`src/rtl/grs_pkg.sv`:
```
// shared types and constants of the gain ramp smoother
package grs_pkg;

    localparam int SAMPLE_BITS_DEF    = 24;
    localparam int GAIN_FRAC_BITS_DEF = 22;
    localparam int LENGTH_BITS_DEF    = 16;

    localparam int GAIN_BITS     = 24;
    localparam int GAIN_EXT_BITS = 16;
    localparam int GAIN_NOW_BITS = GAIN_BITS + GAIN_EXT_BITS;
    localparam int DIFF_BITS     = GAIN_NOW_BITS + 1;

    localparam logic [GAIN_BITS-1:0] TARGET_RESET = 24'd4194304;
    localparam int                   LENGTH_RESET = 480;

    localparam logic CFG_TARGET = 1'b0;
    localparam logic CFG_LENGTH = 1'b1;

    typedef enum logic [2:0] {
        S_IDLE,
        S_DIV,
        S_STEP,
        S_MUL,
        S_RND
    } t_state;

    typedef struct packed {
        logic busy;
        logic done;
    } t_div_stat;

endpackage

```
`src/rtl/gain_ramp_smoother_top.sv`:
```
// top level of the gain ramp smoother: sequencer, gain state, multiply and output register
//
// Usage
//   s_axis carries one request per beat: tdata holds sample_in, tuser[0] is op
//   (0 process a sample, 1 snap the gain to the target) and tuser[1] is
//   frame_start. m_axis returns sample_out in tdata and ramping in tuser.
//   A snap request is taken and returns nothing.
//   A sample request goes from S_IDLE through S_MUL and S_RND to the output
//   register, by way of S_STEP when a ramp step is applied, and of S_DIV and
//   S_STEP when a frame start begins a new ramp; the divider makes one
//   quotient bit a cycle. s_axis_tready is high only while the sequencer
//   is idle, so one request is in work at a time; a result waits in the
//   output register and the next request is accepted meanwhile.
//   If the receiver stalls with a result still pending, the next result
//   holds in the rounding stage until the output register frees.
//   Configuration writes (index 0 target gain, 1 ramp_length) take effect at
//   once; they are to be made while the block is idle, which it does not enforce.
//   Synchronous active-low reset restores unity gain, ramp length 480 and
//   no ramp in progress, and empties the output register.
module gain_ramp_smoother_top #(
    parameter int SAMPLE_BITS    = grs_pkg::SAMPLE_BITS_DEF,
    parameter int GAIN_FRAC_BITS = grs_pkg::GAIN_FRAC_BITS_DEF,
    parameter int LENGTH_BITS    = grs_pkg::LENGTH_BITS_DEF,
    parameter int TDATA_W        = ((SAMPLE_BITS + 7) / 8) * 8,
    parameter int CFG_W          = (grs_pkg::GAIN_BITS > LENGTH_BITS) ?
                                   grs_pkg::GAIN_BITS : LENGTH_BITS
) (
    input  logic               i_clk,
    input  logic               i_rst_n,
    input  logic               s_axis_tvalid,
    output logic               s_axis_tready,
    input  logic [TDATA_W-1:0] s_axis_tdata,   // sample_in
    input  logic [1:0]         s_axis_tuser,   // op, frame_start
    output logic               m_axis_tvalid,
    input  logic               m_axis_tready,
    output logic [TDATA_W-1:0] m_axis_tdata,   // sample_out
    output logic               m_axis_tuser,   // ramping
    input  logic               i_cfg_we,
    input  logic               i_cfg_idx,
    input  logic [CFG_W-1:0]   i_cfg_data
);
    import grs_pkg::*;

    localparam int PW = SAMPLE_BITS + GAIN_BITS + 1;
    localparam logic signed [PW:0] HALF = (PW+1)'(1) << (GAIN_FRAC_BITS - 1);
    localparam logic signed [PW:0] SMAX = ((PW+1)'(1) << (SAMPLE_BITS - 1)) - (PW+1)'(1);
    localparam logic signed [PW:0] SMIN = -SMAX - (PW+1)'(1);
    localparam logic signed [GAIN_NOW_BITS+1:0] GMAX =
        {2'b00, {GAIN_NOW_BITS{1'b1}}};
    localparam logic [DIFF_BITS-1:0] STEP_LIM = DIFF_BITS'(1) << (GAIN_NOW_BITS - 1);

    t_state r_state, n_state;

    logic [GAIN_BITS-1:0]     r_target;
    logic [LENGTH_BITS-1:0]   r_length;
    logic [GAIN_NOW_BITS-1:0] r_gain;
    logic [GAIN_BITS-1:0]     r_goal;
    logic [GAIN_NOW_BITS-1:0] r_step;
    logic [LENGTH_BITS-1:0]   r_frames;

    logic signed [SAMPLE_BITS-1:0] r_sample;
    logic signed [PW-1:0]          r_prod;
    logic                          r_neg;

    logic                   r_out_valid;
    logic [SAMPLE_BITS-1:0] r_out_sample;
    logic                   r_out_ramp;

    logic accept, snap, frame, new_ramp, load_out, div_start;

    logic [LENGTH_BITS-1:0]          len_eff;
    logic signed [DIFF_BITS-1:0]     diff;
    logic [DIFF_BITS-1:0]            diff_mag;
    logic [DIFF_BITS-1:0]            quo;
    t_div_stat                       div_stat;
    logic [GAIN_NOW_BITS-1:0]        step_sat;
    logic signed [GAIN_NOW_BITS+1:0] g_sum;
    logic [GAIN_NOW_BITS-1:0]        g_clamp;
    logic [LENGTH_BITS-1:0]          frames_dec;
    logic signed [PW:0]              prod_x;
    logic signed [PW:0]              rnd;
    logic signed [PW:0]              shf;
    logic [SAMPLE_BITS-1:0]          sat;

    assign accept   = s_axis_tvalid && s_axis_tready;
    assign snap     = s_axis_tuser[0];
    assign frame    = s_axis_tuser[1];
    assign new_ramp = frame && (r_target != r_goal);
    assign len_eff  = (r_length == '0) ? LENGTH_BITS'(1) : r_length;
    assign diff     = $signed({1'b0, r_target, {GAIN_EXT_BITS{1'b0}}}) -
                      $signed({1'b0, r_gain});
    assign diff_mag = diff[DIFF_BITS-1] ? DIFF_BITS'(-diff) : DIFF_BITS'(diff);

    grs_div #(
        .LENGTH_BITS (LENGTH_BITS),
        .DW          (DIFF_BITS)
    ) u_div (
        .i_clk      (i_clk),
        .i_rst_n    (i_rst_n),
        .i_start    (div_start),
        .i_dividend (diff_mag),
        .i_divisor  (len_eff),
        .o_quotient (quo),
        .o_stat     (div_stat)
    );

    always_comb begin
        if (r_neg) begin
            step_sat = (quo > STEP_LIM) ? STEP_LIM[GAIN_NOW_BITS-1:0] :
                       GAIN_NOW_BITS'(-quo);
        end else begin
            step_sat = (quo >= STEP_LIM) ? GAIN_NOW_BITS'(STEP_LIM - DIFF_BITS'(1)) :
                       quo[GAIN_NOW_BITS-1:0];
        end
    end

    assign g_sum = $signed({2'b00, r_gain}) + $signed({{2{r_step[GAIN_NOW_BITS-1]}}, r_step});
    always_comb begin
        if (g_sum < 0) begin
            g_clamp = '0;
        end else if (g_sum > GMAX) begin
            g_clamp = GMAX[GAIN_NOW_BITS-1:0];
        end else begin
            g_clamp = g_sum[GAIN_NOW_BITS-1:0];
        end
    end
    assign frames_dec = r_frames - 1'b1;

    assign prod_x = (PW+1)'(r_prod);
    assign rnd    = prod_x + HALF;
    assign shf    = rnd >>> GAIN_FRAC_BITS;
    always_comb begin
        if (shf > SMAX) begin
            sat = SMAX[SAMPLE_BITS-1:0];
        end else if (shf < SMIN) begin
            sat = SMIN[SAMPLE_BITS-1:0];
        end else begin
            sat = shf[SAMPLE_BITS-1:0];
        end
    end

    always_comb begin
        n_state = r_state;
        unique case (r_state)
            S_IDLE: begin
                if (accept && !snap) begin
                    priority if (new_ramp) begin
                        n_state = S_DIV;
                    end else if (frame && r_frames != '0) begin
                        n_state = S_STEP;
                    end else begin
                        n_state = S_MUL;
                    end
                end
            end
            S_DIV:  if (div_stat.done) n_state = S_STEP;
            S_STEP: n_state = S_MUL;
            S_MUL:  n_state = S_RND;
            S_RND:  if (!r_out_valid || m_axis_tready) n_state = S_IDLE;
            default: n_state = S_IDLE;
        endcase
    end

    always_comb begin
        s_axis_tready = 1'b0;
        div_start     = 1'b0;
        load_out      = 1'b0;
        unique case (r_state)
            S_IDLE: begin
                s_axis_tready = 1'b1;
                div_start     = s_axis_tvalid && !snap && new_ramp;
            end
            S_RND:   load_out = !r_out_valid || m_axis_tready;
            default: ;
        endcase
    end

    always_ff @(posedge i_clk) begin
        if (!i_rst_n) begin
            r_state  <= S_IDLE;
            r_target <= TARGET_RESET;
            r_length <= LENGTH_BITS'(LENGTH_RESET);
            r_goal   <= TARGET_RESET;
            r_gain   <= {TARGET_RESET, {GAIN_EXT_BITS{1'b0}}};
            r_step   <= '0;
            r_frames <= '0;
            r_out_valid <= 1'b0;
        end else begin
            r_state <= n_state;
            if (i_cfg_we) begin
                unique case (i_cfg_idx)
                    CFG_TARGET: r_target <= i_cfg_data[GAIN_BITS-1:0];
                    CFG_LENGTH: r_length <= i_cfg_data[LENGTH_BITS-1:0];
                    default: ;
                endcase
            end
            if (accept && snap) begin
                r_goal   <= r_target;
                r_gain   <= {r_target, {GAIN_EXT_BITS{1'b0}}};
                r_step   <= '0;
                r_frames <= '0;
            end else if (div_start) begin
                r_goal   <= r_target;
                r_frames <= len_eff;
            end
            if (r_state == S_DIV && div_stat.done) begin
                r_step <= step_sat;
            end
            if (r_state == S_STEP) begin
                r_frames <= frames_dec;
                r_gain   <= (frames_dec == '0) ? {r_goal, {GAIN_EXT_BITS{1'b0}}} : g_clamp;
            end
            if (load_out) begin
                r_out_valid <= 1'b1;
            end else if (m_axis_tready) begin
                r_out_valid <= 1'b0;
            end
        end
    end

    always_ff @(posedge i_clk) begin
        if (accept) begin
            r_sample <= $signed(s_axis_tdata[SAMPLE_BITS-1:0]);
            r_neg    <= diff[DIFF_BITS-1];
        end
        if (r_state == S_MUL) begin
            r_prod <= PW'(r_sample) *
                      PW'($signed({1'b0, r_gain[GAIN_NOW_BITS-1 -: GAIN_BITS]}));
        end
        if (load_out) begin
            r_out_sample <= sat;
            r_out_ramp   <= r_frames != '0;
        end
    end

    assign m_axis_tvalid = r_out_valid;
    assign m_axis_tdata  = TDATA_W'(r_out_sample);
    assign m_axis_tuser  = r_out_ramp;

    a_done_in_div: assert property (@(posedge i_clk) disable iff (!i_rst_n)
        div_stat.done |-> r_state == S_DIV)
        else $error("divider finished outside the divide state");

    a_ready_not_busy: assert property (@(posedge i_clk) disable iff (!i_rst_n)
        s_axis_tready |-> !div_stat.busy)
        else $error("request taken while the divider runs");

    a_step_frames: assert property (@(posedge i_clk) disable iff (!i_rst_n)
        r_state == S_STEP |-> r_frames != '0)
        else $error("gain step with no frames left");

    a_no_overwrite: assert property (@(posedge i_clk) disable iff (!i_rst_n)
        load_out |-> (!r_out_valid || m_axis_tready))
        else $error("pending result overwritten");

    a_div_start_idle: assert property (@(posedge i_clk) disable iff (!i_rst_n)
        div_start |=> r_state == S_DIV && div_stat.busy)
        else $error("ramp start did not enter the divide state");

endmodule

```
`src/rtl/grs_div.sv`:
```
// iterative restoring divider, one quotient bit per cycle
module grs_div #(
    parameter int LENGTH_BITS = grs_pkg::LENGTH_BITS_DEF,
    parameter int DW          = grs_pkg::DIFF_BITS
) (
    input  logic                   i_clk,
    input  logic                   i_rst_n,
    input  logic                   i_start,
    input  logic [DW-1:0]          i_dividend,
    input  logic [LENGTH_BITS-1:0] i_divisor,
    output logic [DW-1:0]          o_quotient,
    output grs_pkg::t_div_stat     o_stat
);
    import grs_pkg::*;

    localparam int CW = $clog2(DW + 1);

    logic [LENGTH_BITS-1:0] r_rem;
    logic [LENGTH_BITS-1:0] r_div;
    logic [DW-1:0]          r_quo;
    logic [CW-1:0]          r_cnt;
    logic                   r_busy;
    logic                   r_done;

    logic [LENGTH_BITS:0] rem_sh;
    logic [LENGTH_BITS:0] rem_sub;
    logic                 ge;

    assign rem_sh  = {r_rem, r_quo[DW-1]};
    assign ge      = rem_sh >= {1'b0, r_div};
    assign rem_sub = rem_sh - {1'b0, r_div};

    always_ff @(posedge i_clk) begin
        if (!i_rst_n) begin
            r_busy <= 1'b0;
            r_done <= 1'b0;
            r_cnt  <= '0;
        end else begin
            r_done <= 1'b0;
            if (i_start) begin
                r_busy <= 1'b1;
                r_cnt  <= CW'(DW);
            end else if (r_busy) begin
                r_cnt <= r_cnt - 1'b1;
                if (r_cnt == CW'(1)) begin
                    r_busy <= 1'b0;
                    r_done <= 1'b1;
                end
            end
        end
    end

    always_ff @(posedge i_clk) begin
        if (i_start) begin
            r_rem <= '0;
            r_div <= i_divisor;
            r_quo <= i_dividend;
        end else if (r_busy) begin
            r_rem <= ge ? rem_sub[LENGTH_BITS-1:0] : rem_sh[LENGTH_BITS-1:0];
            r_quo <= {r_quo[DW-2:0], ge};
        end
    end

    assign o_quotient  = r_quo;
    assign o_stat.busy = r_busy;
    assign o_stat.done = r_done;

endmodule
```
`config.mk`:
```
export PLATFORM = sky130hd
export DESIGN_NAME = gain_ramp_smoother_top
export DESIGN_NICKNAME = d
export VERILOG_FILES = /design/src/rtl/grs_pkg.sv /design/src/rtl/gain_ramp_smoother_top.sv /design/src/rtl/grs_div.sv
export SDC_FILE = /design/constraint.sdc
export NUM_CORES = 2
export LEC_CHECK = 0
export BUFFER_PORTS_ARGS = -buffer_cell sky130_fd_sc_hd__buf_2
export CORE_MARGIN = 2
export CORE_UTILIZATION = 40
export CTS_BUF_LIST = sky130_fd_sc_hd__clkbuf_2 sky130_fd_sc_hd__clkbuf_4 sky130_fd_sc_hd__clkbuf_8
export CTS_CLUSTER_SIZE = 30
export DETAILED_ROUTE_END_ITERATION = 12
export SYNTH_ARGS = -nofsm -noshare
export SYNTH_HDL_FRONTEND = slang
export SYNTH_SLANG_ARGS = --single-unit
```
`constraint.sdc`:
```
create_clock -name i_clk -period 10.7 [get_ports i_clk]
set_clock_uncertainty 0.2 [all_clocks]
set_input_delay 1.07 -clock i_clk [delete_from_list [all_inputs] [get_ports i_clk]]
set_output_delay 1.07 -clock i_clk [all_outputs]
set_load 0.1 [all_outputs]
```
==> impl_metrics.py <==
metrics = {
    "run_status": {
        "status": "finished, final reports clean",
    },
    "routing": {
        "drt-total-wl_um": 111000,
        "drc": 0,
        "firstDrtPassIters": 5,
        "drtIter0Drc": 2231,
        "maxUsedRoutingLayer": "met4",
        "wl_met3_um": 6160,
        "viasPerCell": 5.38,
        "wl_met2_um": 52400,
        "met1_length_um": 47200,
        "num_vias": 31000,
        "wire_per_inst_um": 19.2,
        "detail-route-antenna-nets": 0,
    },
    "logic_synthesis": {
        "ys_seq_area_frac": 0.202,
        "synth-compound-area-share": 0.121,
        "async_flop_share": 0,
        "synthAdderAreaFrac": 0.342,
        "synth_most_common_cell": "nand2_1",
        "synthCells": 4499,
        "synth_xor_area_frac": 0.0516,
        "yosysUniqueCellTypes": 83,
        "synth_area_leaders": "fa_1 25%, edfxtp_1 10%, dfxtp_1 9.7%, ha_1 9.2%, nand2_1 6.4%",
        "synth_warnings": 0,
        "muxShareOfSynthArea": 0.0114,
        "yosysTopAreaCellShare": 0.250,
        "synth.largest_area_cell": "fa_1",
        "ys_top_cells_by_count": "664 x nand2_1, 621 x inv_1, 483 x fa_1",
        "ys_ff_latch": 323,
        "yosys.area_share.simple": 0.186,
        "synth_edf_count": 135,
        "postSynthAreaPerCell_sq_um": 8.60,
        "synth_nets": 5324,
        "synth_ff_type": "dfxtp_1",
        "synth_top_family_by_area": "adder cells",
        "synth_area_sq_mm": 0.0387,
    },
    "clocking": {
        "clockBufferDepth": 3,
        "clk_pin_slew_ns": 0.06,
        "hold_buffers": 0,
        "postCtsResizedCells": 0,
        "cts_buffers": 61,
        "cts_setup_buffers": 0,
        "cts_sinks": 323,
        "insertion_delay_ns": 0.76,
        "root_buffer": "clkbuf_8",
        "tritoncts": "done",
        "cts_max_level": 2,
    },
    "global_routing": {
        "grt.overflow.total": 0,
        "grt_pass1_wl_um": 176000,
        "first_global_vias": 31000,
        "antenna_found_initial": 2,
        "grt_max_degree": 98,
        "track_usage": 0.225,
    },
    "setup_path": {
        "cp_common_cell": "fa_1",
        "crit_path_cell_trace": "and2_1 -> fa_1 -> fa_1 -> inv_1 -> fa_1 -> inv_1 -> fa_1 -> inv_1 -> fa_1 -> inv_1 -> fa_1 -> fa_1 -> ha_1 -> a211oi_1 -> o22ai_1 -> o41ai_2 -> nand3_1 -> nor2_1 -> o31ai_1 -> a221o_1 -> a21oi_1 -> o21ai_0 -> xor2_1",
        "r2r_start": "r_gain[25]",
        "reg2reg_to": "r_prod[41]",
        "cp_slowest_cell": "dfxtp_1",
        "cp-start-kind": "flip-flop",
        "critical_path.endpoint_type": "flip-flop",
        "cp_data_required_time_ns": 10.96,
        "critical_path_class": "reg -> reg",
        "r2r_cells": 23,
        "r2r_setup_slack_ns": 2.22,
        "worst_ep_arrival_time_ns": 8.74,
        "max_stage_delay_ns": 1.12,
        "critPathMaxFanout": 26,
    },
    "sta": {
        "slew_viol_final": 0,
        "grt_setup_unrepaired": "false",
        "setup_slack_ns": 2.22,
        "worst_pin_slew_ns": 1.23,
        "fin_tns_setup_ns": 0,
        "fmax_mhz": 118,
        "setup_violations": 0,
        "hold_viol": 0,
        "finalCritPeriodShare": 0.793,
        "max_slew_margin": 0.178,
        "min_period_ns": 8.48,
    },
    "hold_path": {
        "holdPathStages": 2,
        "hp-class": "reg -> reg",
        "min_to": "u_div.r_rem[15]",
        "worstHoldStart": "u_div.r_rem[15]",
    },
    "floorplanning": {
        "coreArea_sq_mm": 0.0963,
        "start_util": 0.402,
        "rows": 114,
        "io_pins": 83,
        "die_area_sq_mm": 0.0993,
        "die_h_um": 315,
        "die_x_um": 315,
    },
    "job": {
        "maxCapViolations": 0,
    },
    "placement": {
        "io_buffers": 82,
        "post-dp-hpwl_um": 85400,
        "pre_cts_slack_ns": 2.24,
        "gp_congestion": 0.918,
    },
    "finish": {
        "fillCellCount": 9699,
        "drive_gt1_frac": 0.0612,
        "nets": 5265,
        "area_growth_pct": 7.48,
    },
    "power": {
        "ir_drop_mv": 0.146,
        "power_density_mw_per_mm2": 139,
        "p_leak_nw": 18.7,
    },
}
-- cell families after synthesis --
kind of cell,Yosys count
muxes,44
xor gates and xnor gates,228
buffers and inverters,874
AOI/OAI and AO/OA,766
DFF,323
and+or+nand+nor,1495
adders and majority gates,769
-- layer usage --
| layer | vias to the layer above | track usage |
|---|---|---|
| met2 | 887 | 0.372 |
| met3 | 212 | 0.0318 |
| met1 | 15400 | 0.295 |
| met4 | 0 | 0.0958 |
| li1 | 14600 | - |
| met5 | - | 0 |
-- per-stage QoR --
stage | hold slack, ns | total power, W | instances | utilization | instance area (sq um)
after CTS | 0.220 | 0.00588 | 5766 | 0.432 | 41600
after floorplan | 0.234 | 0.00367 | 4499 | - | 38700
final | 0.269 | 0.00580 | 5770 | 0.432 | 41600
after detailed placement | 0.259 | 0.00442 | 5653 | 0.417 | 40200
after global routing | 0.248 | 0.00629 | 5768 | 0.432 | 41600
after global placement | 0.253 | 0.00440 | 5653 | 0.417 | 40200
-- layout make-up --
cell class,instances,area [sq um],share of cell area
flip-flops and latches,323,7820,0.188
clock buffers,90,1130,0.0272
repair buffers,130,771,0.0185
diodes,4,10.0,0.000241
multi-input cells,3302,27700,0.665
well taps,1276,1600,0.0384
clock inverters,23,277,0.00665
inverters,622,2340,0.0562
-- layout by cell type (no fill, tap or decap), types with 16 or more instances in the layout --
master    instances
a31oi_1          55
mux2i_1          41
edfxtp_1        135
clkbuf_8         73
and3_1           16
inv_1           621
nand2_1         664
nor4_1           28
xor2_1           83
o211ai_1         34
nor3_1           54
nand3_1          60
o31ai_1          16
ha_1            286
or3_1            20
buf_4            48
nor2_1          200
fa_1            483
and2_1          282
nor2b_1          34
nand4_1          31
a21o_1           36
buf_2            82
clkbuf_4         17
dfxtp_1         188
or4_1            16
o21ai_0         215
nand2b_1         19
a21oi_1         235
xnor2_1         145
-- worst max-delay path, delay by kind of cell (launching register included) --
kind                       cells  cell delay [ns]
xor gates and xnor gates       1             0.15
buffers and inverters          4             0.20
adders and majority gates      8             3.80
DFF                            1             1.12
AOI/OAI and AO/OA              7             1.97
and+or+nand+nor                3             0.73
-- state kept, by name, indices dropped and copies added, names as in the netlist, 24 cells and up --
| name | flops |
|---|---|
| r_sample | 24 |
| r_goal | 24 |
| r_prod | 28 |
| r_target | 24 |
| u_div.o_quotient | 41 |
| r_step | 40 |
| r_gain | 40 |
| m_axis_tdata | 24 |
-- where the power goes --
group | internal [W] | switching, W | total, W
clock | 0.000806 | 0.000606 | 0.00141
sequential | 0.00146 | 0.000158 | 0.00161
combinational | 0.00111 | 0.00166 | 0.00278
total | 0.00338 | 0.00243 | 0.00580
-- worst max path at each step --
stage	slack (ns)	cells after the start	endpoint	start
global placement	2.37	23	r_prod[41]	r_gain[25]
detailed placement	2.24	23	r_prod[41]	r_gain[25]
global route	1.91	23	r_prod[48]	r_gain[25]
floorplan	3.63	25	r_prod[41]	r_gain[21]
CTS	2.22	23	r_prod[41]	r_gain[25]
finish	2.22	23	r_prod[41]	r_gain[25]
Power figures use the tool's default switching activity.
